$ cat src/sv/lvs_pkg.sv
// Shared constants, codes and types of the light volume scale block.
`timescale 1ns / 1ps
package lvs_pkg;

  localparam int FRAC_W    = 16;
  localparam int VAL_W     = 32;
  localparam int CUT_W     = 17;
  localparam int CFG_IDX_W = 1;

  // Divider: saturating quotient of a 66-bit dividend by a 33-bit divisor
  localparam int QUO_W    = 48;
  localparam int DEN_W    = 33;
  localparam int NUM_W    = 66;
  localparam int DIV_STEP = 4;
  localparam int DIV_STG  = QUO_W / DIV_STEP;

  // Square root of the discriminant
  localparam int RAD_W     = 84;
  localparam int ROOT_W    = RAD_W / 2;
  localparam int SQRT_STEP = 3;
  localparam int SQRT_STG  = ROOT_W / SQRT_STEP;

  localparam int DIFF_W = 50;

  localparam logic [QUO_W-1:0] D_MAX        = '1;
  localparam logic [CUT_W-1:0] CUTOFF_RESET = CUT_W'(1311);

  typedef enum logic [CFG_IDX_W-1:0] {
    REG_CUTOFF = 1'b0,
    REG_CAP    = 1'b1
  } lvs_reg_e;

  typedef enum logic [1:0] {
    KIND_POINT = 2'd0,
    KIND_SPOT  = 2'd1
  } lvs_kind_e;

  // Per-light sideband that travels along the pipeline
  typedef struct packed {
    logic [1:0]               kind;
    logic                     bad_kind;
    logic                     empty;
    logic                     unbounded;
    logic                     zero_reach;
    logic signed [VAL_W-1:0]  c;
    logic signed [VAL_W-1:0]  l;
    logic signed [VAL_W-1:0]  q;
    logic [VAL_W-1:0]         tan;
    logic signed [DIFF_W-1:0] diff;
  } lvs_side_t;

  typedef struct packed {
    logic [VAL_W-1:0] scale_x;
    logic [VAL_W-1:0] scale_y;
    logic [VAL_W-1:0] scale_z;
    logic             unbounded;
    logic             bad_kind;
  } lvs_res_t;

endpackage

$ cat src/sv/lvs_scale.sv
// Reach selection and cap, spot radius products, saturated result register.
`timescale 1ns / 1ps
module lvs_scale import lvs_pkg::*; (
  input  logic             clk_i,
  input  logic             rst_ni,
  input  logic             adv_i,
  input  logic             valid_i,
  input  logic [QUO_W-1:0] quo_i,
  input  lvs_side_t        side_i,
  input  logic [VAL_W-1:0] cap_i,
  output logic             valid_o,
  output lvs_res_t         res_o
);

  logic h_v_q, i_v_q, j_v_q;
  lvs_side_t h_side_q, i_side_q;
  logic [QUO_W-1:0]   reach_d, h_reach_q;
  logic [2*VAL_W-1:0] i_hi_q;
  logic [VAL_W+15:0]  i_lo_q;
  logic [VAL_W-1:0]   i_z_q, rad_d;
  logic [VAL_W:0]     rsum;
  lvs_res_t           res_d, res_q;

  // Stage H: pick the reach and apply the cap
  always_comb begin
    if (side_i.unbounded) begin
      reach_d = D_MAX;
    end else if (side_i.zero_reach) begin
      reach_d = '0;
    end else begin
      reach_d = quo_i;
    end
    if ((cap_i != '1) && (reach_d > {{(QUO_W-VAL_W){1'b0}}, cap_i})) begin
      reach_d = {{(QUO_W-VAL_W){1'b0}}, cap_i};
    end
  end

  // Stage J: saturate the spot radius and assemble the result
  always_comb begin
    rsum = {1'b0, i_hi_q[VAL_W-1:0]} + {1'b0, i_lo_q[VAL_W+15:FRAC_W]};
    if (i_hi_q[2*VAL_W-1:VAL_W] != '0 || rsum[VAL_W]) begin
      rad_d = '1;
    end else begin
      rad_d = rsum[VAL_W-1:0];
    end
    res_d = '0;
    if (i_side_q.bad_kind) begin
      res_d.bad_kind = 1'b1;
    end else if (!i_side_q.empty) begin
      res_d.scale_z   = i_z_q;
      res_d.unbounded = i_side_q.unbounded;
      if (i_side_q.kind == KIND_POINT) begin
        res_d.scale_x = i_z_q;
        res_d.scale_y = i_z_q;
      end else begin
        res_d.scale_x = rad_d;
        res_d.scale_y = rad_d;
      end
    end
  end

  always_ff @(posedge clk_i or negedge rst_ni) begin
    if (!rst_ni) begin
      h_v_q <= 1'b0;
      i_v_q <= 1'b0;
      j_v_q <= 1'b0;
    end else if (adv_i) begin
      h_v_q <= valid_i;
      i_v_q <= h_v_q;
      j_v_q <= i_v_q;
    end
  end

  always_ff @(posedge clk_i) begin
    if (adv_i) begin
      h_side_q  <= side_i;
      h_reach_q <= reach_d;
      i_side_q  <= h_side_q;
      i_hi_q    <= h_side_q.tan * h_reach_q[QUO_W-1:FRAC_W];
      i_lo_q    <= h_side_q.tan * h_reach_q[FRAC_W-1:0];
      i_z_q     <= (h_reach_q[QUO_W-1:VAL_W] != '0) ? '1 : h_reach_q[VAL_W-1:0];
      res_q     <= res_d;
    end
  end

  assign valid_o = j_v_q;
  assign res_o   = res_q;

endmodule

$ cat config.mk
export PLATFORM = sky130hd
export DESIGN_NAME = lvs_scale
export DESIGN_NICKNAME = d
export VERILOG_FILES = /design/src/sv/lvs_pkg.sv /design/src/sv/lvs_scale.sv
export SDC_FILE = /design/constraint.sdc
export NUM_CORES = 2
export LEC_CHECK = 0
export BUFFER_PORTS_ARGS = -buffer_cell sky130_fd_sc_hd__buf_2
export CORE_ASPECT_RATIO = 0.9
export CORE_UTILIZATION = 40
export CTS_CLUSTER_DIAMETER = 50
export DETAILED_ROUTE_END_ITERATION = 12
export GPL_ROUTABILITY_DRIVEN = 0
export GPL_TIMING_DRIVEN = 0
export RECOVER_POWER = 50
export SETUP_SLACK_MARGIN = 0.1
export SYNTH_ARGS = -nofsm -noshare
export SYNTH_HDL_FRONTEND = slang
export SYNTH_SLANG_ARGS = --single-unit
$ cat constraint.sdc
create_clock -name clk_i -period 8.6 [get_ports clk_i]
set_input_delay 1.72 -clock clk_i [delete_from_list [all_inputs] [get_ports clk_i]]
set_output_delay 1.72 -clock clk_i [all_outputs]
set_load 0.01 [all_outputs]
==> metrics.md <==
| Metric | Value |
|---|---|
| Status | finished, violations left |
| Failing checks | capacitance limit, slew limit |
| Reg clk slew, reported paths | 60 ps |
| Crit Path Max Fanout | 10 |
| Num ports | 367 |
| Clk root buf | clkbuf_16 |
| Cell Area, Synth | 61400 µm² |
| # port buffers | 220 |
| GRT overflow | 0 |
| Post-route clock skew | 33.98 ps |
| Cts bufs inserted | 46 |
| DR pass1 iterations | 8 |
| Hold path start | h_side_q[182] |
| Hold Crit Endpoint | i_side_q[182] |
| Die width | 415.0 µm |
| Actual slew at the worst max-slew pin | 4429 ps |
| Yosys cell types | 78 |
| Via count | 48794 |
| Clk sink count | 287 |
| Core Region | 152500 µm² |
| Synth Area per Inst | 9.689 µm² |
| Final wirelength | 241.4 mm |
| Top_reg_cell synth | edfxtp_1 |
| Crit path capture type | register |
| Sequential element share of the synthesized area | 14.01% |
| Avg WL per Cell | 27.62 µm |
| H-Tree Depth | 2 |
| Pin count of the biggest net entering global routing | 124 |
| Max-cap viol count | 2 |
| Initial antenna violation count | 49 |
| Worst Reg2Reg Path Length in Cells | 25 |
| Reg2reg start | h_side_q[54] |
| FMAX | 118.1 MHz |
| Die height | 373.7 µm |
| Tmin final | 8465 ps |
| Ys async rst share | 1.045% |
| Worst endpoint required time | 8960 ps |
| Fill cells | 14791 |
| Placed inst area | 65170 µm² |
| Clk buf depth | 3 |
| TritonCTS clock tree | yes |
| Setup Viol. Count Final | 0 |
| Die ar. | 155100 µm² |
| Via/cell ratio | 5.583 |
| Part of the cycle the worst path needs | 98.43% |
| Hold Crit Depth | 0 |
| Hpwl dp | 196.6 mm |
| Vias in the first global route | 49188 |
| Commonest cells after routing, fill and taps aside | 1313 x fa_1, 1311 x inv_1, 906 x nand2_1, 726 x and2_1, 444 x ha_1 |
| Worst slew margin | -195.3% |
| Worst-Skew Late Latency | 660 ps |
| Num rows | 136 |
| Commonest non-fill, non-tap cell in the layout | fa_1 |
| Starting density of the core | 40.27% |
| Worst Path Arrival | 8830 ps |
| DRT iter0 DRCs | 5772 |
| CP Class | register to register |
| Layout cell share with drive strength beyond 1 | 10.07% |
| Setup TNS | 0 ps |
| Mapped Cells | 6337 |
| Nets@finish | 8691 |
| Register bit total from synthesis | 287 |
| R2R Path End | i_lo_q[43] |
| RSZ-0062 raised after global routing | yes |
| Remaining DRCs | 0 |
| Finished layout cell area | 67950 µm² |
| CTS Hold Bufs | 0 |
| Area growth syn-to-layout | 10.68% |
| Pins Over Slew Limit | 167 |
| Startpoint types | register |
| Hold Violations, Final | 0 |
| R2r setup slk | 140 ps |
| Hold Path Class | register to register |
| YS warnings | 0 |
| Routed Antenna Nets | 0 |
| Global-route wire length before repair | 344.3 mm |
| GR Util All Layers | 31.15% |
| Syn nets | 8363 |
| Post-synth EDFFs | 284 |
-- cell families after synthesis --
| kind of cell | share of synthesized area (%) |
|---|---|
| AOI/OAI and AO/OA | 5.180 |
| xor gates and xnor gates | 1.683 |
| adders and majority gates | 51.89 |
| buffers and inverters | 10.61 |
| DFF | 14.01 |
| muxes | 0.6806 |
| and+or+nand+nor | 15.94 |
-- routing by layer --
metal	up-vias	track usage [%]	share of wire [%]
met3	746	15.69	17
met1	24531	41.03	39
met2	3710	41.60	38
li1	19765	-	-
met4	42	15.63	6.0
met5	-	0.4314	0.15
-- through the flow --
stage	util (%)	cells	hold slack [ps]	setup slack, ps
detailed placement	42.75	8564	406.1	-1506
finish	44.57	8740	418.4	135.2
CTS	44.28	8680	417.8	-10.32
floorplan	-	6337	400.3	1242
global route	44.52	8711	438.0	36.97
global placement	42.63	8558	402.9	-1557
-- state kept, by name, indices dropped and copies added (netlist names) --
| signal | count |
|---|---|
| h_v_q | 1 |
| i_v_q | 1 |
| i_lo_q | 32 |
| h_side_q | 37 |
| h_reach_q | 48 |
| i_z_q | 32 |
| i_side_q | 5 |
| res_o | 66 |
| i_hi_q | 64 |
| valid_o | 1 |
-- cell type report --
class / count / area [µm²] / area share (%)
antenna: 37 / 92.59 / 0.1363
buffer: 385 / 2223 / 3.272
clock buffer: 46 / 1151 / 1.694
clock inverter: 39 / 459.2 / 0.6757
inverter: 1311 / 4921 / 7.242
multi-input combinational: 4352 / 46360 / 68.23
sequential: 287 / 8603 / 12.66
tap: 2001 / 2504 / 3.684
timing repair buffer: 282 / 1637 / 2.408
-- cells in the mapped netlist, drive strengths merged, types with 6 or more instances --
cell type,number,area share (%)
o21a,8,0.098
a211oi,7,0.094
nor4,20,0.20
nor3,18,0.15
buf,49,0.53
nor2b,15,0.15
o21bai,17,0.21
o2111ai,6,0.096
nand2b,13,0.13
o31ai,9,0.13
inv,1311,8.0
edfxtp,284,14
or2,37,0.38
xor2,40,0.57
a31oi,17,0.21
nand3,32,0.26
nor2,96,0.59
a21o,98,1.2
a21oi,160,1.4
o21ai,71,0.62
a21boi,7,0.10
nand4,46,0.47
mux2,35,0.65
o211ai,9,0.11
clkbuf,338,2.1
xnor2,78,1.1
ha,444,9.0
and3,13,0.13
and2,761,7.8
nand2,907,5.5
a2bb2oi,30,0.43
fa,1314,43
-- timing repair --
| item | CTS | global route |
|---|---|---|
| resized for setup | 221 | 268 |
| pin swaps | 0 | 3 |
| buffers inserted | 31 | 25 |
| setup endpoints to repair | 51 | 34 |
| cloned | 0 | 0 |
-- worst max path at each step --
| stage | from | end | slack [ps] | depth (start not counted) |
|---|---|---|---|---|
| floorplan | h_side_q[70] | i_hi_q[61] | 1240 | 28 |
| global placement | h_side_q[67] | i_hi_q[56] | -1560 | 28 |
| detailed placement | h_side_q[78] | i_hi_q[61] | -1510 | 24 |
| CTS | h_side_q[76] | i_hi_q[61] | -10 | 25 |
| global route | h_side_q[60] | i_lo_q[43] | 40 | 25 |
| finish | h_side_q[54] | i_lo_q[43] | 140 | 25 |
-- critical path, cell delays in order, from the launching register on --
cell	delay [ps]
edfxtp_1	490
clkbuf_2	320
clkbuf_1	700
nand2_1	150
fa_1	400
inv_1	90
fa_1	430
inv_1	100
fa_1	460
fa_1	550
inv_1	50
fa_1	470
inv_1	50
fa_1	480
inv_1	40
ha_1	310
nand2_1	60
o21ai_0	520
a22oi_1	360
nand4b_2	310
nand4_1	390
a21oi_1	380
nor2_1	140
a31oi_1	280
a21oi_1	120
xnor2_1	500
Power is left out: the tool's default activity adds up to more than one toggle a clock period on the data nets, which glitch-free logic cannot reach.
